--- src/rtl/core/cle_pkg.sv ---
// Shared constants and types for the console line editor.
// No dependencies.
package cle_pkg;

  localparam int LINE_LEN_DEF = 64;

  localparam logic [7:0] KEY_BACKSPACE = 8'h08;
  localparam logic [7:0] KEY_KILL      = 8'h15;
  localparam logic [7:0] KEY_NEWLINE   = 8'h0A;
  localparam logic [7:0] KEY_EOF       = 8'h04;

  typedef enum logic [1:0] {
    ST_IDLE  = 2'b01,
    ST_DRAIN = 2'b10
  } cle_state_t;

endpackage

--- src/rtl/core/console_line_editor.sv ---
// Console line editor: keyboard line discipline with a RAM line store.
// A raw byte or end-of-file marker shows on the output in the cycle after its
// key is taken. A finished line enters the drain state, is read from the RAM,
// then output one byte per cycle unless m_tready stalls. Keys are taken one per
// cycle when the output is free, none while a line drains. Reset (rst,
// synchronous) clears control state, line length and raw_mode, not the store.
module console_line_editor #(
  parameter int LINE_LEN = cle_pkg::LINE_LEN_DEF,
  localparam int AW = (LINE_LEN > 1) ? $clog2(LINE_LEN) : 1,
  localparam int LW = $clog2(LINE_LEN + 1)
) (
  input  logic       clk,
  input  logic       rst,
  // configuration: raw_mode
  input  logic       cfg_we,
  input  logic       cfg_wdata,   // [0] raw_mode
  // key input
  input  logic       s_tvalid,
  output logic       s_tready,
  input  logic [7:0] s_tdata,     // [7:0] key_byte
  // delivered bytes
  output logic       m_tvalid,
  input  logic       m_tready,
  output logic [7:0] m_tdata,     // [7:0] out_byte
  output logic       m_tlast,     // end_of_run
  output logic       m_tuser      // [0] end_of_file
);

  localparam logic [LW-1:0] LEN_FULL = LW'(LINE_LEN);
  localparam logic [LW-1:0] LEN_ONE  = LW'(1);

  cle_pkg::cle_state_t state, state_next;

  logic          raw_mode;
  logic [LW-1:0] line_len;     // characters held in the store
  logic [LW-1:0] drain_n;      // bytes to deliver for the finished line
  logic [LW-1:0] rd_idx;       // next store entry to read while draining
  logic          fetch_vld;    // RAM read data holds an undelivered byte
  logic          fetch_last;   // ... and it is the last byte of the line

  logic          out_free;
  logic          accept;
  logic          issue;
  logic          load_drain;
  logic          load_key;
  logic          key_is_eol;
  logic [LW-1:0] len_inc;
  logic [LW-1:0] line_n;
  logic          line_done;
  logic          ram_we;
  logic [7:0]    ram_q;

  // Output register is free when empty or being taken this cycle.
  assign out_free = !m_tvalid || m_tready;

  // Keys are only taken when idle and a result slot is free, so a key that
  // produces a byte (raw, end-of-file) always has room.
  assign s_tready = (state == cle_pkg::ST_IDLE) && out_free;
  assign accept   = s_tvalid && s_tready;

  // Cooked-mode decode of the incoming key.
  assign key_is_eol = (s_tdata == cle_pkg::KEY_NEWLINE) || (s_tdata == cle_pkg::KEY_EOF);
  assign len_inc    = line_len + LEN_ONE;
  // Ctrl-D is stored but never delivered.
  assign line_n     = (s_tdata == cle_pkg::KEY_EOF) ? (len_inc - LEN_ONE) : len_inc;

  // In cooked mode, any byte other than backspace and kill is appended.
  assign ram_we = accept && !raw_mode &&
                  (s_tdata != cle_pkg::KEY_BACKSPACE) && (s_tdata != cle_pkg::KEY_KILL);
  assign line_done = ram_we && (key_is_eol || (len_inc == LEN_FULL));

  // Raw bytes and the empty-line end-of-file marker go straight to the output.
  assign load_key = accept && (raw_mode || (line_done && (line_n == '0)));

  // Drain pipeline: RAM read, then output register. A read is issued when the
  // fetched byte (if any) moves out this cycle: one byte per cycle unless stalled.
  assign load_drain = (state == cle_pkg::ST_DRAIN) && fetch_vld && out_free;
  assign issue      = (state == cle_pkg::ST_DRAIN) && (rd_idx != drain_n) &&
                      (!fetch_vld || out_free);

  cle_line_ram #(
    .DEPTH (LINE_LEN)
  ) u_ram (
    .clk     (clk),
    .wr_en   (ram_we),
    .wr_addr (line_len[AW-1:0]),
    .wr_data (s_tdata),
    .rd_en   (issue),
    .rd_addr (rd_idx[AW-1:0]),
    .rd_data (ram_q)
  );

  always_comb begin
    state_next = state;
    case (state)
      cle_pkg::ST_IDLE: begin
        if (line_done && (line_n != '0)) begin
          state_next = cle_pkg::ST_DRAIN;
        end
      end
      cle_pkg::ST_DRAIN: begin
        if (load_drain && fetch_last) begin
          state_next = cle_pkg::ST_IDLE;
        end
      end
      default: state_next = cle_pkg::ST_IDLE;
    endcase
  end

  // Control state
  always_ff @(posedge clk) begin
    if (rst) begin
      state      <= cle_pkg::ST_IDLE;
      raw_mode   <= 1'b0;
      line_len   <= '0;
      rd_idx     <= '0;
      fetch_vld  <= 1'b0;
      m_tvalid   <= 1'b0;
    end else begin
      state <= state_next;

      if (cfg_we) begin
        raw_mode <= cfg_wdata;
      end

      // Line length editing
      if (accept && !raw_mode) begin
        if (s_tdata == cle_pkg::KEY_BACKSPACE) begin
          if (line_len != '0) begin
            line_len <= line_len - LEN_ONE;
          end
        end else if (s_tdata == cle_pkg::KEY_KILL) begin
          line_len <= '0;
        end else if (line_done) begin
          line_len <= '0;
        end else begin
          line_len <= len_inc;
        end
      end

      // Read pointer restarts at each finished line
      if (line_done) begin
        rd_idx <= '0;
      end else if (issue) begin
        rd_idx <= rd_idx + LEN_ONE;
      end

      if (issue) begin
        fetch_vld <= 1'b1;
      end else if (load_drain) begin
        fetch_vld <= 1'b0;
      end

      if (load_key || load_drain) begin
        m_tvalid <= 1'b1;
      end else if (m_tready) begin
        m_tvalid <= 1'b0;
      end
    end
  end

  // Payload registers
  always_ff @(posedge clk) begin
    if (line_done) begin
      drain_n <= line_n;
    end
    if (issue) begin
      fetch_last <= (rd_idx == (drain_n - LEN_ONE));
    end
    if (load_drain) begin
      m_tdata <= ram_q;
      m_tlast <= fetch_last;
      m_tuser <= 1'b0;
    end else if (load_key) begin
      m_tdata <= raw_mode ? s_tdata : 8'h00;
      m_tlast <= 1'b1;
      m_tuser <= !raw_mode;
    end
  end

endmodule

--- src/rtl/core/cle_line_ram.sv ---
// Line store: simple dual-port synchronous RAM, one write and one read port.
// Read data is registered and holds while rd_en is low. Uses no package items.
module cle_line_ram #(
  parameter int DEPTH = 64,
  localparam int AW = (DEPTH > 1) ? $clog2(DEPTH) : 1
) (
  input  logic          clk,
  input  logic          wr_en,
  input  logic [AW-1:0] wr_addr,
  input  logic [7:0]    wr_data,
  input  logic          rd_en,
  input  logic [AW-1:0] rd_addr,
  output logic [7:0]    rd_data
);

  logic [7:0] mem [DEPTH];

  always_ff @(posedge clk) begin
    if (wr_en) begin
      mem[wr_addr] <= wr_data;
    end
  end

  always_ff @(posedge clk) begin
    if (rd_en) begin
      rd_data <= mem[rd_addr];
    end
  end

endmodule
--- config.mk ---
export PLATFORM = sky130hd
export DESIGN_NAME = console_line_editor
export DESIGN_NICKNAME = d
export VERILOG_FILES = /design/src/rtl/core/cle_pkg.sv /design/src/rtl/core/console_line_editor.sv /design/src/rtl/core/cle_line_ram.sv
export SDC_FILE = /design/constraint.sdc
export NUM_CORES = 1
export LEC_CHECK = 0
export ABC_CLOCK_PERIOD_IN_PS = 2400
export BUFFER_PORTS_ARGS = -buffer_cell sky130_fd_sc_hd__buf_2
export CORE_MARGIN = 2
export CORE_UTILIZATION = 30
export DETAILED_ROUTE_END_ITERATION = 6
export SYNTH_ARGS = -nofsm -noshare
export SYNTH_HDL_FRONTEND = slang
export SYNTH_SLANG_ARGS = --single-unit
--- constraint.sdc ---
create_clock -name clk -period 2.4 [get_ports clk]
set_input_delay 0.36 -clock clk [delete_from_list [all_inputs] [get_ports clk]]
set_output_delay 0.36 -clock clk [all_outputs]
set_load 0.01 [all_outputs]
# ---- Yosys cells after proc, flatten, opt, wreduce, memory -nomap -nowiden
# Memories as Yosys holds them, arrays and structs flattened. A register that Yosys moved wholly into a read port is not among the register bits.
# Index checks and enable logic that the tools add are counted.
dict set report word_totals {
  regBits 37
  mem_bits_rw 512
  inputBits 14
  output_inout_bits 12
  mem_count 1
}
dict set report op_classes {
  add_sub_neg 5
  eq_ne 14
  n_mux 19
  reduce_logical 32
}
# name words width rd rd_clocked_by_memory_dff write_ports line
set mem_list {}
lappend mem_list {u_ram.mem 64 8 1 1 1 cle_line_ram.sv:16} ;# logic [7:0] mem [DEPTH];
# cell count
set op_table {}
lappend op_table {{$mux W7} 5}
lappend op_table {{$mux W8} 3}
lappend op_table {{$sub A7 B1 Y7 const B} 3}
lappend op_table {{$eq A8 B4 Y1 const B} 2}
lappend op_table {{$add A7 B1 Y7 const B} 2}
lappend op_table {{$logic_and A1 B1 Y1} 14}
lappend op_table {{$reduce_bool A7 Y1} 2}
lappend op_table {{$eq A8 B3 Y1 const B} 1}
lappend op_table {{$eq A8 B5 Y1 const B} 1}
lappend op_table {{$mux W1} 8}
lappend op_table {{$ne A8 B4 Y1 const B} 1}
lappend op_table {{$ne A8 B5 Y1 const B} 1}
lappend op_table {{$eq A7 B7 Y1} 1}
lappend op_table {{$eq A7 B7 Y1 const B} 1}
lappend op_table {{$logic_not A7 Y1} 1}
lappend op_table {{$ne A7 B7 Y1} 1}
lappend op_table {{$logic_or A1 B1 Y1} 6}
lappend op_table {{$ne A2 B1 Y1 const B} 3}
lappend op_table {{$reduce_bool A2 Y1} 3}
lappend op_table {{$mux W2} 2}
lappend op_table {{$pmux W2 S2} 1}
lappend op_table {{$reduce_and A2 Y1} 2}
lappend op_table {{$logic_not A1 Y1} 3}
lappend op_table {{$eq A2 B1 Y1 const B} 1}
lappend op_table {{2 further kinds} 2}

# ---- Longest topological paths before layout
dict set report logic_depth {
  ltp_word 13
  ltp_mapped 9
  depth_no_buf 8
}

# ---- By module
# From an unflattened synthesis, not the netlist that was laid out.
dict set report unflattened {
  hier_cells 1240
  area_unflattened_um2 22934.5
}
# mod instances cells_each area_each_um2 seq_area_each_um2
set modules_own_cells {}
lappend modules_own_cells {cle_line_ram 1 940 20246.9 15615.0}
lappend modules_own_cells {console_line_editor 1 300 2687.6 910.9}

# ---- Least setup slack after synthesis
# OpenSTA, ideal clock, no wires.
dict set report synth_path {
  path_type {reg2reg}
  start {register line_len[0]}
  end {register m_tdata[0] (enable)}
  arrival_ns 2.256
  setup_slack_ns -0.199
  stages_incl_launch_ff 10
  n_path_buf 1
  period_less_slack_ns 2.599
  cell_sequence {dfxtp_1 > buf_2 > inv_1 > ha_1 > nor2b_1 > nand4_1 > xnor2_1 > a2111oi_4 > nand4bb_1 > nand3_1}
}
dict set report synth_via {
  elab_chain_cells 8
  word_cells_on_any_way 11
  cone_classes {add/sub: 2; eq/ne: 1; mux: 1; reduce/logical: 7}
}
# item line
set synth_rtl {}
lappend synth_rtl {{start: declaration} console_line_editor.sv:35} ;# logic [LW-1:0] line_len;
lappend synth_rtl {{start signal: assignment} console_line_editor.sv:130} ;# line_len <= line_len - LEN_ONE;
lappend synth_rtl {{start signal: assignment} console_line_editor.sv:137} ;# line_len <= len_inc;
lappend synth_rtl {{$add A7 B1 Y7 *} console_line_editor.sv:63} ;# assign len_inc = line_len + LEN_ONE;
lappend synth_rtl {{$sub A7 B1 Y7} console_line_editor.sv:65} ;# assign line_n = (s_tdata == cle_pkg::KEY_EOF) ? (len_inc - LEN_ONE) : len_inc;
lappend synth_rtl {{$mux W7 *} console_line_editor.sv:65}
lappend synth_rtl {{named net line_n[3]} console_line_editor.sv:48} ;# logic [LW-1:0] line_n;
lappend synth_rtl {{$logic_not A7 Y1 *} console_line_editor.sv:73} ;# assign load_key = accept && (raw_mode || (line_done && (line_n == '0)));
lappend synth_rtl {{$logic_and A1 B1 Y1 *} console_line_editor.sv:73}
lappend synth_rtl {{$logic_or A1 B1 Y1 *} console_line_editor.sv:73}
lappend synth_rtl {{$logic_and A1 B1 Y1 *} console_line_editor.sv:73}
lappend synth_rtl {{$reduce_bool A2 Y1 (no line) *} n/a}
lappend synth_rtl {{end signal: assignment} console_line_editor.sv:171} ;# m_tdata <= ram_q;
lappend synth_rtl {{end signal: assignment} console_line_editor.sv:175} ;# m_tdata <= raw_mode ? s_tdata : 8'h00;
lappend synth_rtl {{end: declaration} console_line_editor.sv:24} ;# output logic [7:0] m_tdata,
# Mark *: on every way through the listed nets, which the timed path passes. The rest lies on a longest branch.
# A chain may end at the register's enable or synchronous reset.

# ---- Worst setup path in the final report
dict set report layout_path {
  start {register rd_idx[0]}
  end {register u_ram.rd_data[2] (read register of u_ram.mem) (data pin)}
}
dict set report layout_via {
  elab_chain_cells 3
}
# item line
set layout_rtl {}
lappend layout_rtl {{start: declaration} console_line_editor.sv:37} ;# logic [LW-1:0] rd_idx;
lappend layout_rtl {{start signal: assignment} console_line_editor.sv:145} ;# rd_idx <= rd_idx + LEN_ONE;
lappend layout_rtl {{$ne A7 B7 Y1} console_line_editor.sv:78} ;# assign issue = (state == cle_pkg::ST_DRAIN) && (rd_idx != drain_n) &&
lappend layout_rtl {{$logic_and A1 B1 Y1 (2 in series)} console_line_editor.sv:78}
lappend layout_rtl {{end: declaration} cle_line_ram.sv:13} ;# output logic [7:0] rd_data
# Several ways; a longest one is shown, not always the timed one.

==> results.json <==
{
  "status": "complete, but fails checks",
  "violations": "negative setup slack",
  "ys_warn_count": 0,
  "critPathLaunchType": "flop",
  "dpl_cell_area_mm2": 0.0247,
  "fin_nets": 1310,
  "clkPwrFrac_pct": 42.6,
  "skew_ps": 44.9,
  "htreeDepth": 2,
  "path_common_cell": "buf_12",
  "leakage_nw": 8.29,
  "drive_gt1_share_pct": 40.1,
  "synth-main-ff-cell": "edfxtp_1",
  "seq_area_frac_synth_pct": 74.0,
  "critPathMaxStageDelay_ps": 560,
  "crit_path_top_delay_cell": "mux4_2",
  "io_buffers": 25,
  "synth_edf_count": 537,
  "die_area_mm2": 0.0766,
  "gr-usage-all-layers_pct": 13.9,
  "clk_pin_slew_ps": 60,
  "cts.path.max_buffers": 3,
  "ys_ff_latch": 557,
  "start_util_pct": 30.2,
  "core_mm2": 0.0741,
  "worst_pin_slew_ps": 748,
  "synth_area_mm2": 0.0223,
  "drt_wl_total_um": 53700,
  "ios": 26,
  "fmax_ghz": 0.389,
  "yosysTopAreaCellShare_pct": 72.2,
  "drc": 0,
  "final_hold_viol_count": 0,
  "regArea_mm2": 0.0165,
  "critPathCaptureType": "flop",
  "setup_ws_ps": -174,
  "synth.most_common_cell": "edfxtp_1",
  "crit_fanout": 6,
  "core.rowCount": 100,
  "routedWlPerCell_um": 23.3,
  "diodes": 0,
  "rsz0062_at_grt": "true",
  "synth_common_cells": "edfxtp_1 (537), mux4_2 (160), nor2_1 (85)",
  "max-cap-violations": 0,
  "min_period_ps": 2570,
  "arrival_ps": 2920,
  "vdd_drop_max_v": 0.000545,
  "pwr-share-comb_pct": 3.1,
  "slew_headroom_pct": 50.1,
  "path_class": "flop to flop",
  "nFillCells": 6772,
  "drt-pass1-iter-count": 5,
  "power_frac_seq_pct": 54.3,
  "finalInstanceArea_mm2": 0.0272,
  "p_int_w": 0.0156,
  "crit_chain": "buf_12 -> buf_12 -> buf_12 -> mux4_2 -> mux4_2 -> a22oi_2 -> nand2_4",
  "powerDensity_mw_per_mm2": 725,
  "fin_hold_ws_ps": 87.9,
  "cts_inserted_buffers": 58,
  "grt_max_degree": 65,
  "ys_top_cells_by_area": "edfxtp_1 (72%), mux4_2 (16%), dfxtp_1 (1.8%), nor2_1 (1.4%), xnor2_1 (0.67%)",
  "die_y_um": 277,
  "multi_input_area_mm2": 0.00593,
  "drt_iter0_markers": 1225,
  "drv_slew": 0,
  "antenna_found_initial": 0,
  "place_hpwl_um": 35100,
  "place.gp.congestion": 0.860,
  "clock_latency_ps": 650,
  "grt_pass1_wl_um": 78800,
  "clock-root-buffer": "clkbuf_16",
  "sw_frac_of_total_pct": 21.0,
  "synthCells": 1104,
  "synthArstFlopShare_pct": 0,
  "setup_viol": 8,
  "area.growth.synth_to_final_pct": 21.7,
  "antenna_left": 0,
  "min_period_over_period_pct": 107,
  "synth_top_area_cell": "edfxtp_1",
  "tritoncts": "built",
  "die_w_um": 277,
  "avgSynthCellArea_um2": 20.2,
  "p_sw_w": 0.00413,
  "syn-num-nets": 1124,
  "clock_sinks": 557,
  "grt_overflow": 0,
  "hold_path_class": "primary input to flop",
  "cp.required_ps": 2750,
  "vias": 11458,
  "synth_cell_types": 62,
  "vias_per_cell": 4.97,
  "grt_pass1_vias": 11640
}
[cells by family after synthesis]
family / Yosys count / synth area share, %
compound gates: 63 / 2.07
xor+xnor: 32 / 1.25
simple gates: 214 / 4.75
flops: 557 / 74.0
fa+ha+maj: 6 / 0.336
mux: 164 / 16.3
buf+inv: 68 / 1.27
[state kept, by name (all words and copies together) (netlist names)]
signal	flops
m_tuser	1
drain_n	7
m_tvalid	1
rd_idx	7
raw_mode	1
u_ram.rd_data	8
line_len	7
state	2
fetch_last	1
u_ram.mem	512
m_tdata	8
m_tlast	1
fetch_vld	1
[cells in the final DEF (no fill, tap or decap), types with 4 or more instances in the layout]
cell type	count
buf_16	4
edfxtp_1	537
o21ai_0	13
nor2_4	22
nand2_2	4
dfxtp_1	14
nor2b_1	6
dfxtp_2	4
mux2i_1	4
nor3_1	14
a21oi_1	10
clkinv_2	14
inv_1	7
clkinv_1	18
nand4_1	6
nor2_1	26
xnor2_1	14
nand3_1	18
nor2_2	37
buf_2	25
buf_4	129
a22oi_2	11
a22oi_1	6
buf_12	19
nand2_1	33
clkbuf_1	9
xor2_1	15
buf_6	7
nand3b_1	4
mux4_2	160
ha_1	4
clkbuf_16	58
and2_1	7
[power groups by stage]
| stage | logic [W] | registers (W) | clock network [W] |
|---|---|---|---|
| floorplan | 0.000209 | 0.0109 | 0 |
| global route | 0.000650 | 0.0107 | 0.00894 |
| global placement | 0.000561 | 0.0109 | 0 |
| CTS | 0.000594 | 0.0107 | 0.00857 |
| detailed placement | 0.000576 | 0.0109 | 0 |
| finish | 0.000607 | 0.0107 | 0.00840 |
[worst paths after layout]
check                     end        from  slack [ps]  depth (start not counted)
max reg2reg  u_ram.rd_data[2]   rd_idx[0]        -170                          7
max          u_ram.rd_data[2]   rd_idx[0]        -170                          7
min          u_ram.mem[40][2]  s_tdata[2]          90                          1
min reg2reg           m_tuser     m_tuser         490                          2
[metal layers]
metal	vias up	track usage (%)	wire, µm
met3	74	2.19	3240
li1	4944	-	-
met5	-	0	0
met2	398	22.2	25600
met1	6042	19.6	23700
met4	0	4.10	1190
[metrics by stage]
stage                     power (W)  util (%)  setup TNS (ps)  worst slack (ps)  instances
after CTS                    0.0199      36.5           -1560              -176       2308
after detailed placement     0.0115      33.4         -123920              -390       2185
after floorplan              0.0111         -               0             0.950       1104
after global placement       0.0115      33.4         -102770              -397       2185
after global routing         0.0203      36.7           -1770              -216       2307
final                        0.0197      36.7           -1030              -174       2307
[critical path, delay by kind of cell (launching register included)]
kind / cells / cell delay [ps]
AOI/OAI and AO/OA: 1 / 230
buffers and inverters: 3 / 440
DFF: 1 / 450
muxes: 2 / 1110
and+or+nand+nor: 1 / 70
[repair_timing]
action | 4_1_cts | 5_1_grt
cloned | 5 | 0
hold buffers | 2 | 0
endpoints found under the hold margin | 1 | 0
pin swaps | 9 | 9
setup endpoints to repair | 470 | 384
setup buffers | 8 | 1
resized for setup | 93 | 38
[layout make-up]
type / instances / area share, %
flip-flops and latches: 557 / 60.8
multi-input cells: 479 / 21.8
repair buffers: 186 / 6.19
clock buffers: 68 / 5.51
well taps: 969 / 4.46
clock inverters: 40 / 1.08
inverters: 8 / 0.110
(Power assumes the default switching activity.)
